`config.mk`:
```
export PLATFORM = sky130hd
export DESIGN_NAME = http_header_tokenizer
export DESIGN_NICKNAME = d
export VERILOG_FILES = /design/src/hw/rtl/hht_pkg.sv /design/src/hw/rtl/hht_step.sv /design/src/hw/rtl/http_header_tokenizer.sv
export SDC_FILE = /design/constraint.sdc
export NUM_CORES = 1
export LEC_CHECK = 0
export ABC_AREA = 1
export BUFFER_PORTS_ARGS = -buffer_cell sky130_fd_sc_hd__buf_2
export CORE_UTILIZATION = 50
export CTS_BUF_LIST = sky130_fd_sc_hd__clkbuf_4 sky130_fd_sc_hd__clkbuf_8
export CTS_CLUSTER_SIZE = 20
export DETAILED_ROUTE_END_ITERATION = 6
export PLACE_DENSITY = 0.75
export SYNTH_ARGS = -nofsm -noshare
export SYNTH_HDL_FRONTEND = slang
export SYNTH_HIERARCHICAL = 1
export SYNTH_SLANG_ARGS = --single-unit
```
`constraint.sdc`:
```
create_clock -name clk -period 5.75 [get_ports clk]
set_input_delay 0.8625 -clock clk [delete_from_list [all_inputs] [get_ports clk]]
set_output_delay 0.8625 -clock clk [all_outputs]
set_load 0.01 [all_outputs]
```
`src/hw/rtl/hht_pkg.sv`:
```
// ----------------------------------------------------------------------------
// hht_pkg
// Shared types and constants for the HTTP header tokenizer.
// ----------------------------------------------------------------------------
package hht_pkg;

	localparam int unsigned SPAN_W = 12;

	localparam logic [SPAN_W-1:0] SPAN_RESET = 12'd255;
	localparam logic [SPAN_W-1:0] SPAN_MAX   = 12'hFFF;

	localparam logic [7:0] CH_CR    = 8'h0D;
	localparam logic [7:0] CH_LF    = 8'h0A;
	localparam logic [7:0] CH_COLON = 8'h3A;
	localparam logic [7:0] CH_SPACE = 8'h20;

	typedef enum logic [1:0] {
		ROLE_DELIM = 2'd0,
		ROLE_KEY   = 2'd1,
		ROLE_VALUE = 2'd2,
		ROLE_BODY  = 2'd3
	} role_t;

	typedef enum logic [2:0] {
		STAT_OK         = 3'd0,
		STAT_KEY_BREAK  = 3'd1,
		STAT_NO_SPACE   = 3'd2,
		STAT_VALUE_LONG = 3'd3,
		STAT_CR_NO_LF   = 3'd4,
		STAT_END_NO_LF  = 3'd5
	} status_t;

	typedef enum logic [8:0] {
		PS_START  = 9'b000000001,
		PS_KEY    = 9'b000000010,
		PS_COLON  = 9'b000000100,
		PS_SPACE  = 9'b000001000,
		PS_VALUE  = 9'b000010000,
		PS_CR     = 9'b000100000,
		PS_LF     = 9'b001000000,
		PS_END_CR = 9'b010000000,
		PS_END_LF = 9'b100000000
	} parse_state_t;

	typedef struct packed {
		logic [7:0] data_byte;
		logic       start_of_message;
	} in_item_t;

	typedef struct packed {
		logic [7:0] out_byte;
		logic [1:0] byte_role;
		logic       pair_done;
		logic       headers_done;
		logic [2:0] status;
	} out_item_t;

	// Parser context carried from one byte to the next.
	typedef struct packed {
		parse_state_t      state;
		logic [SPAN_W-1:0] value_offset;
		status_t           error_code;
	} ctx_t;

	localparam ctx_t CTX_RESET = '{state: PS_START, value_offset: '0, error_code: STAT_OK};

endpackage

```
`src/hw/rtl/hht_step.sv`:
```
// ----------------------------------------------------------------------------
// hht_step
// Next-state and result logic for one byte of the header block.
// ----------------------------------------------------------------------------
module hht_step (
	input  hht_pkg::ctx_t                    ctx,
	input  hht_pkg::in_item_t                item,
	input  logic [hht_pkg::SPAN_W-1:0]       max_span,
	output hht_pkg::ctx_t                    ctx_next,
	output hht_pkg::out_item_t               result
);
	import hht_pkg::*;

	ctx_t              cur;
	ctx_t              nxt;
	role_t             role;
	logic              pair;
	logic              hdone;
	logic [SPAN_W:0]   offset_inc;
	logic [7:0]        b;

	assign b          = item.data_byte;
	assign offset_inc = {1'b0, cur.value_offset} + {{SPAN_W{1'b0}}, 1'b1};

	always_comb begin
		cur   = item.start_of_message ? CTX_RESET : ctx;
		nxt   = cur;
		role  = ROLE_DELIM;
		pair  = 1'b0;
		hdone = 1'b0;
		if (cur.error_code == STAT_OK) begin
			unique case (cur.state)
				PS_KEY: begin
					if (b == CH_COLON) begin
						nxt.state = PS_COLON;
					end else if (b == CH_CR || b == CH_LF) begin
						nxt.error_code = STAT_KEY_BREAK;
					end else begin
						role = ROLE_KEY;
					end
				end
				PS_COLON: begin
					if (b == CH_SPACE) begin
						nxt.state = PS_SPACE;
					end else begin
						nxt.error_code = STAT_NO_SPACE;
					end
				end
				PS_SPACE: begin
					// first value byte, whatever it is
					nxt.state        = PS_VALUE;
					nxt.value_offset = '0;
					role             = ROLE_VALUE;
				end
				PS_VALUE: begin
					if (b == CH_CR) begin
						nxt.state = PS_CR;
					end else begin
						nxt.value_offset = offset_inc[SPAN_W] ? SPAN_MAX
							: offset_inc[SPAN_W-1:0];
						if (offset_inc > {1'b0, max_span}) begin
							nxt.error_code = STAT_VALUE_LONG;
						end else begin
							role = ROLE_VALUE;
						end
					end
				end
				PS_CR: begin
					if (b == CH_LF) begin
						nxt.state = PS_LF;
						pair      = 1'b1;
					end else begin
						nxt.error_code = STAT_CR_NO_LF;
					end
				end
				PS_LF: begin
					if (b == CH_CR) begin
						nxt.state = PS_END_CR;
					end else begin
						nxt.state = PS_KEY;
						role      = ROLE_KEY;
					end
				end
				PS_END_CR: begin
					if (b == CH_LF) begin
						nxt.state = PS_END_LF;
						hdone     = 1'b1;
					end else begin
						nxt.error_code = STAT_END_NO_LF;
					end
				end
				PS_END_LF: begin
					role = ROLE_BODY;
				end
				default: begin
					// start state; skip leading line breaks
					if (b != CH_CR && b != CH_LF) begin
						nxt.state = PS_KEY;
						role      = ROLE_KEY;
					end else begin
						nxt.state = PS_START;
					end
				end
			endcase
		end
	end

	assign ctx_next            = nxt;
	assign result.out_byte     = b;
	assign result.byte_role    = role;
	assign result.pair_done    = pair;
	assign result.headers_done = hdone;
	assign result.status       = nxt.error_code;

endmodule

```
`src/hw/rtl/http_header_tokenizer.sv`:
```
// ----------------------------------------------------------------------------
// http_header_tokenizer
// Streaming HTTP request header tokenizer, one byte per clock unless stalled.
// ----------------------------------------------------------------------------
//
//  channel | signals                          | direction | moves
//  --------+----------------------------------+-----------+---------------------
//  in      | in_valid, in_ready, in_data      | input     | one raw byte request
//  out     | out_valid, out_ready, out_data   | output    | one tagged byte
//  cfg     | cfg_valid, cfg_ready, cfg_data   | input     | max_value_span write
//
// One byte per clock sustained while the output is not stalled. The result
// passes through the input register, then the parser step into the result
// register. The throughput is set by the parser context loop.
// Reset clears the parser context, both stage valid flags and loads the
// value span limit with 255. A stalled output holds its result; the input
// register still fills, and the stage advances when the result is taken.
// ----------------------------------------------------------------------------
module http_header_tokenizer (
	input  logic                         clk,
	input  logic                         arst_n,
	input  logic                         in_valid,
	output logic                         in_ready,
	input  hht_pkg::in_item_t            in_data,
	output logic                         out_valid,
	input  logic                         out_ready,
	output hht_pkg::out_item_t           out_data,
	input  logic                         cfg_valid,
	output logic                         cfg_ready,
	input  logic [hht_pkg::SPAN_W-1:0]   cfg_data
);
	import hht_pkg::*;

	// input stage
	in_item_t          item_s1;
	logic              valid_s1;
	// result stage
	out_item_t         result_s2;
	logic              valid_s2;
	// parser context and limit
	ctx_t              ctx_q;
	logic [SPAN_W-1:0] max_span_q;

	ctx_t              ctx_next;
	out_item_t         step_result;
	logic              advance;

	// Advance the parser when a byte waits and the result slot is free or
	// being drained this cycle.
	assign advance   = valid_s1 && (!valid_s2 || out_ready);
	assign in_ready  = !valid_s1 || advance;
	assign cfg_ready = 1'b1;
	assign out_valid = valid_s2;
	assign out_data  = result_s2;

	hht_step u_step (
		.ctx      (ctx_q),
		.item     (item_s1),
		.max_span (max_span_q),
		.ctx_next (ctx_next),
		.result   (step_result)
	);

	// Hold the limit; write it from the config request.
	always_ff @(posedge clk or negedge arst_n) begin
		if (!arst_n) begin
			max_span_q <= SPAN_RESET;
		end else if (cfg_valid && cfg_ready) begin
			max_span_q <= cfg_data;
		end
	end

	// Input stage control and payload.
	always_ff @(posedge clk or negedge arst_n) begin
		if (!arst_n) begin
			valid_s1 <= 1'b0;
		end else if (in_ready) begin
			valid_s1 <= in_valid;
		end
	end

	always_ff @(posedge clk) begin
		if (in_valid && in_ready) begin
			item_s1 <= in_data;
		end
	end

	// Parser context; update only when a byte is consumed.
	always_ff @(posedge clk or negedge arst_n) begin
		if (!arst_n) begin
			ctx_q <= CTX_RESET;
		end else if (advance) begin
			ctx_q <= ctx_next;
		end
	end

	// Result stage: load on advance, drop valid once taken.
	always_ff @(posedge clk or negedge arst_n) begin
		if (!arst_n) begin
			valid_s2 <= 1'b0;
		end else if (advance) begin
			valid_s2 <= 1'b1;
		end else if (out_ready) begin
			valid_s2 <= 1'b0;
		end
	end

	always_ff @(posedge clk) begin
		if (advance) begin
			result_s2 <= step_result;
		end
	end

endmodule
```
==> results of run 1 <==
==> power groups by stage <==
stage	combinational [mW]	clock, mW	sequential (mW)
2_1_floorplan	0.136	0	0.528
3_3_place_gp	0.159	0	0.534
3_5_place_dp	0.163	0	0.536
4_1_cts	0.163	0.365	0.527
5_1_grt	0.183	0.382	0.532
6_report	0.162	0.356	0.527
==> how the worst max path moves through the flow <==
stage,endpoint,slack [ns],depth (start not counted)
2_1_floorplan,out_data[0],2.80,19
3_5_place_dp,ctx_q[0],2.39,18
6_report,ctx_q[1],2.20,18
5_1_grt,ctx_q[1],1.98,19
3_3_place_gp,ctx_q[0],2.46,18
4_1_cts,ctx_q[1],2.26,18
==> per-stage QoR <==
step,cell area (um2),hold WS [ns],utilization [%],power (mW),std cells
after floorplan,4470,0.442,-,0.663,568
after global placement,4560,0.431,52.6,0.693,690
after detailed placement,4560,0.445,52.6,0.699,690
after CTS,4740,0.462,54.6,1.06,706
after global routing,4740,0.487,54.6,1.10,706
final,4740,0.461,54.6,1.05,706
==> layout by cell type (no fill, tap or decap), drive strengths merged, types with 3 or more instances in the layout <==
cell type,n
nand2,170
inv,81
nor2,62
nand3,56
buf,43
o21ai,40
dfrtp,29
edfxtp,24
a21oi,16
nand4,14
ha,13
clkbuf,9
dfstp,9
nor3,8
xor2,4
or2,4
o31ai,3
==> state kept, by name, summed over array words and instances (netlist names) <==
name,cells
ctx_q,24
max_span_q,12
item_s1,9
out_data,15
valid_s1,1
out_valid,1
==> metal layers <==
metal / vias up / global-route usage [%]
li1: 1879 / -
met1: 1750 / 29.4
met2: 130 / 45.2
met3: 23 / 4.77
met4: 0 / 10.4
met5: - / 0
==> kinds of logic (layout without fill, tap and decap cells) <==
group,Yosys count,after routing
other,1,1
and+or+nand+nor,319,319
DFF,62,62
adders and majority gates,13,13
buffers and inverters,106,136
AOI/OAI and AO/OA,62,62
xor gates and xnor gates,5,5
==> critical path: stages (launching register included) <==
cell and delay [ns]:
edfxtp_1 0.67, inv_2 0.55, nand3_1 0.26, nor2_4 0.23, nand2_1 0.09, xnor2_1 0.17, inv_1 0.10, ha_1 0.33
nand2_1 0.08, o21bai_1 0.18, a21oi_1 0.16, nor2_1 0.08, nand2_2 0.08, nand3_2 0.08, nand2_1 0.07, nand2_1 0.05
nand2_1 0.07, nand3_1 0.09, nand2_1 0.13
==> layout make-up <==
type / instances / area [um2]
multi-input cells: 400 / 2240
clock buffers: 9 / 124
inverters: 77 / 289
clock inverters: 7 / 56.3
repair buffers: 43 / 218
flip-flops and latches: 62 / 1680
well taps: 108 / 135
fillers: 824 / 3940
==> results.sh, run 1 <==
export IMPL_status="finished, final reports clean"
export IMPL_fin_skew_ns=0.00559
export IMPL_top_layer="met4"
export IMPL_r2r_start="item_s1[0]"
export IMPL_relSlewSlack_pct=23.5
export IMPL_yosysWarnings=6
export IMPL_overflow=0
export IMPL_post_cts_setup_buffers=0
export IMPL_syn_nets=607
export IMPL_ios=44
export IMPL_coreArea_um2=8680
export IMPL_worst_pin_slew_ns=1.15
export IMPL_setup_worst_path_start="item_s1[0]"
export IMPL_syn2layout_area_growth_pct=6.08
export IMPL_track_usage_pct=25.2
export IMPL_p_clk_share_pct=34.0
export IMPL_ys_ff_latch=62
export IMPL_setup_ws_ns=2.20
export IMPL_die_y_um=96.5
export IMPL_fmax_mhz=282
export IMPL_internal_power_mw=0.712
export IMPL_p_sw_share_pct=31.9
export IMPL_drive_gt1_share_pct=22.1
export IMPL_reg2reg_to="ctx_q[1]"
export IMPL_wl_met2_um=5300
export IMPL_synthTopCellsByArea="dfrtp_1 (16%), edfxtp_1 (16%), nand2_1 (13%)"
export IMPL_synth_simple_area_share_pct=37.5
export IMPL_min_to="out_data[13]"
export IMPL_arrival_ns=3.83
export IMPL_ir_drop_mv=0.137
export IMPL_cts_root_buf="clkbuf_8"
export IMPL_rows=34
export IMPL_syn_avg_cell_area_um2=7.87
export IMPL_setup_viol=0
export IMPL_diodes=0
export IMPL_period_needed_ns=3.55
export IMPL_hold_depth=0
export IMPL_wl_um=10600
export IMPL_rsz0062_at_grt="false"
export IMPL_ant_nets=0
export IMPL_numCtsBuffers=9
export IMPL_hold_viol=0
export IMPL_max_cap_viol_count=0
export IMPL_dp_hpwl_um=7570
export IMPL_vias=3782
export IMPL_synth_commonest_cells="nand2_1 (150), inv_1 (69), nor2_1 (48), nand3_1 (45), o21ai_0 (32)"
export IMPL_postCtsResizedCells=0
export IMPL_fin_crit_sh_pct=61.7
export IMPL_io_buffers=42
export IMPL_grt_max_degree=39
export IMPL_dieArea_um2=9320
export IMPL_crit_path_end_kind="flip-flop"
export IMPL_synth_xor_area_share_pct=0.980
export IMPL_setup_tns_final_ns=0
export IMPL_synth_area_um2=4470
export IMPL_cts_path_max_buffers=2
export IMPL_dp_slack_ns=2.39
export IMPL_drc=0
export IMPL_grt_pass1_vias=3717
export IMPL_power_frac_comb_pct=15.5
export IMPL_async_flop_share_pct=61.3
export IMPL_synth_compound_area_share_pct=7.84
export IMPL_wl_met3_um=529
export IMPL_r2r_cells=18
export IMPL_ctsHtreeMaxLevel=3
export IMPL_p_leak_nw=2.43
export IMPL_synth_cell_types=46
export IMPL_yosysSeqAreaShare_pct=37.7
export IMPL_drv_slew=0
export IMPL_required_ns=6.03
export IMPL_hold_path_startpoint="item_s1[7]"
export IMPL_switching_power_mw=0.333
export IMPL_place_gp_congestion=0.956
export IMPL_power_frac_seq_pct=50.4
export IMPL_synth_top_family_by_area="simple AND/OR/NAND/NOR gates"
export IMPL_yosys_most_used_dff="dfrtp_1"
export IMPL_initialDrtViolationCount=202
export IMPL_path_clk_slew_ns=0.08
export IMPL_post_synth_top_area_fraction_pct=16.2
export IMPL_ff2ff_setup_slack_ns=2.20
export IMPL_path_class="flip-flop to flip-flop"
export IMPL_die_x_um=96.5
export IMPL_clock_sinks=62
export IMPL_wl_per_cell_um=15.0
export IMPL_synth_adder_area_share_pct=3.64
export IMPL_yosys_area_top_type="dfrtp_1"
export IMPL_wl_met1_um=4490
export IMPL_cts_hold_buf=0
export IMPL_path_max_fanout=23
export IMPL_synthMuxAreaShare_pct=0
export IMPL_cts_tree="yes"
export IMPL_finalNetCount=632
export IMPL_start_util_pct=51.5
export IMPL_clock_latency_ns=0.35
export IMPL_synth_edff_count=24
export IMPL_yosysMostFrequentCell="nand2_1"
export IMPL_grt_pass1_wl_um=17400
export IMPL_viasPerCell=5.36
export IMPL_startpoint_type="flip-flop"
export IMPL_powerDensity_nw_per_um2=220
export IMPL_firstDrtPassIters=5
export IMPL_min_path_type="flip-flop to flip-flop"
export IMPL_antenna_found_initial=0
export IMPL_netlist_instances=568
(Power assumes the default switching activity.)
==> run 2, diff against run 1 <==
- PLACE_DENSITY: 0.75 -> 0.78
- clock period: 5.75 -> 3.06 ns (I/O delays scaled with it)
==> run 2 against run 1 <==
Net effect: hold slack worse by 0.25 ns; sequential power up 84%; count of clock-buffer cells in the layout unchanged; utilization up 1.8 points; die area unchanged; cell area up 3.4%; clock power up 90%; first-iteration DRC count up 33%; combinational power up 120%; non-clock buffer count up 10.
==> results.sh, run 2 (synthesis results as in run 1) <==
export IMPL_status="finished, final reports clean"
export IMPL_dp_slack_ns=0.120
export IMPL_grt_met1_usage_pct=30.0
export IMPL_grt_pass1_vias=3959
export IMPL_antenna_found_initial=0
export IMPL_holdWs_ns=0.208
export IMPL_ff2ff_setup_slack_ns=0.09
export IMPL_drive_gt1_share_pct=25.2
export IMPL_path_clk_slew_ns=0.09
export IMPL_fin_skew_ns=0.0165
export IMPL_start_util_pct=51.5
export IMPL_viasPerCell=5.58
export IMPL_ant_nets=0
export IMPL_numCtsBuffers=9
export IMPL_path_max_fanout=5
export IMPL_clock_latency_ns=0.36
export IMPL_final_cell_mix="nand2_1 (148), inv_1 (69), nor2_1 (46)"
export IMPL_coreArea_um2=8680
export IMPL_initialDrtViolationCount=269
export IMPL_syn2layout_area_growth_pct=9.66
export IMPL_hold_viol=0
export IMPL_path_buf_inv=2
export IMPL_rows=34
export IMPL_fin_util_pct=56.5
export IMPL_path_common_cell="nand2_1"
export IMPL_cts_root_buf="clkbuf_8"
export IMPL_setup_ws_ns=0.0882
export IMPL_worst_pin_slew_ns=0.870
export IMPL_drc=0
export IMPL_path_class="flip-flop to flip-flop"
export IMPL_overflow=0
export IMPL_cts_tree="yes"
export IMPL_drv_slew=0
export IMPL_use_met2_pct=44.5
export IMPL_arrival_ns=3.27
export IMPL_grt_busiest_layer="met2"
export IMPL_largest_reg_flops=24
export IMPL_crit_path_end_kind="flip-flop"
export IMPL_setup_tns_final_ns=0
export IMPL_required_ns=3.36
export IMPL_place_gp_congestion=0.975
export IMPL_min_path_type="primary input to asynchronous set/reset pin"
export IMPL_vias=3995
export IMPL_die_y_um=96.5
export IMPL_powerDensity_nw_per_um2=408
export IMPL_diodes=0
export IMPL_max_cap_viol_count=0
export IMPL_startpoint_type="flip-flop"
export IMPL_cts_path_max_buffers=2
export IMPL_wl_um=11100
export IMPL_fmax_mhz=336
export IMPL_dp_hpwl_um=7660
export IMPL_ios=44
export IMPL_p_leak_nw=2.48
export IMPL_clock_sinks=62
export IMPL_cp_slowest_cell="edfxtp_1"
export IMPL_die_x_um=96.5
export IMPL_ctsHtreeMaxLevel=3
export IMPL_crit_chain="buf_6 > nor2_8 > ha_4 > nand3_4 > nor2_4 > nand2_1 > xnor2_1 > inv_1 > ha_4 > nand2_1 > o21bai_1 > a21oi_1 > nor2_2 > nand2_2 > nand3_2 > nand2_1 > nand2_1 > nand2_1 > nand3_1 > nand2_1"
export IMPL_cts_hold_buf=0
export IMPL_finalNetCount=642
export IMPL_ir_drop_mv=0.294
export IMPL_regMostFlops="ctx_q"
export IMPL_power_mw=2.00
export IMPL_track_usage_pct=25.9
export IMPL_grt_use_met3_pct=5.56
export IMPL_grt_pass1_wl_um=18200
export IMPL_io_buffers=42
export IMPL_dieArea_um2=9320
export IMPL_path_delay_family="simple AND/OR/NAND/NOR gates"
export IMPL_firstDrtPassIters=5
export IMPL_setup_viol=0
export IMPL_fin_crit_sh_pct=97.1
export IMPL_crit_path_max_incr_delay_ns=0.46
export IMPL_final_common_cell="nand2_1"
export IMPL_relSlewSlack_pct=42.0
export IMPL_grt_max_degree=39
export IMPL_wl_per_cell_um=15.5
export IMPL_period_needed_ns=2.97
==> run 2: layout make-up <==
class	count	area (um2)
Sequential cell	62	1680
Inverter	77	292
Clock inverter	7	52.6
Multi-Input combinational cell	400	2320
Clock buffer	9	124
Tap cell	108	135
Fill cell	774	3780
Timing Repair Buffer	53	297
==> run 2: path summary, 6_finish.rpt <==
kind,start,end,cells after the start
worst max-delay path,item_s1[0],ctx_q[0],20
max in group asynchronous,arst_n,ctx_q[11],1
worst min-delay path,arst_n,ctx_q[16],1
worst max register to register,item_s1[0],ctx_q[0],20
min in group clk,in_data[5],item_s1[5],1
worst min register to register,item_s1[8],out_data[14],0
==> run 2: routing by layer <==
metal	vias up	part of all wire [%]
met5	-	0
met4	0	2.9
met3	35	7.9
met2	223	50
met1	1838	39
li1	1899	-
==> run 2: report_power, final <==
part	total, mW	switching (mW)	internal [mW]
logic	0.350	0.243	0.107
registers	0.970	0.0331	0.937
clock network	0.678	0.376	0.302
==> run 2: repair_timing <==
| action | 4_1_cts | 5_1_grt |
|---|---|---|
| gates resized for setup | 0 | 16 |
| endpoints found under the setup margin | 0 | 5 |
| setup buffers | 0 | 4 |
==> run 2: metrics by stage <==
stage,area [um2],std cells
final,4900,716
after global routing,4900,716
after CTS,4780,712
after detailed placement,4610,696
after global placement,4610,696
after floorplan,4470,568
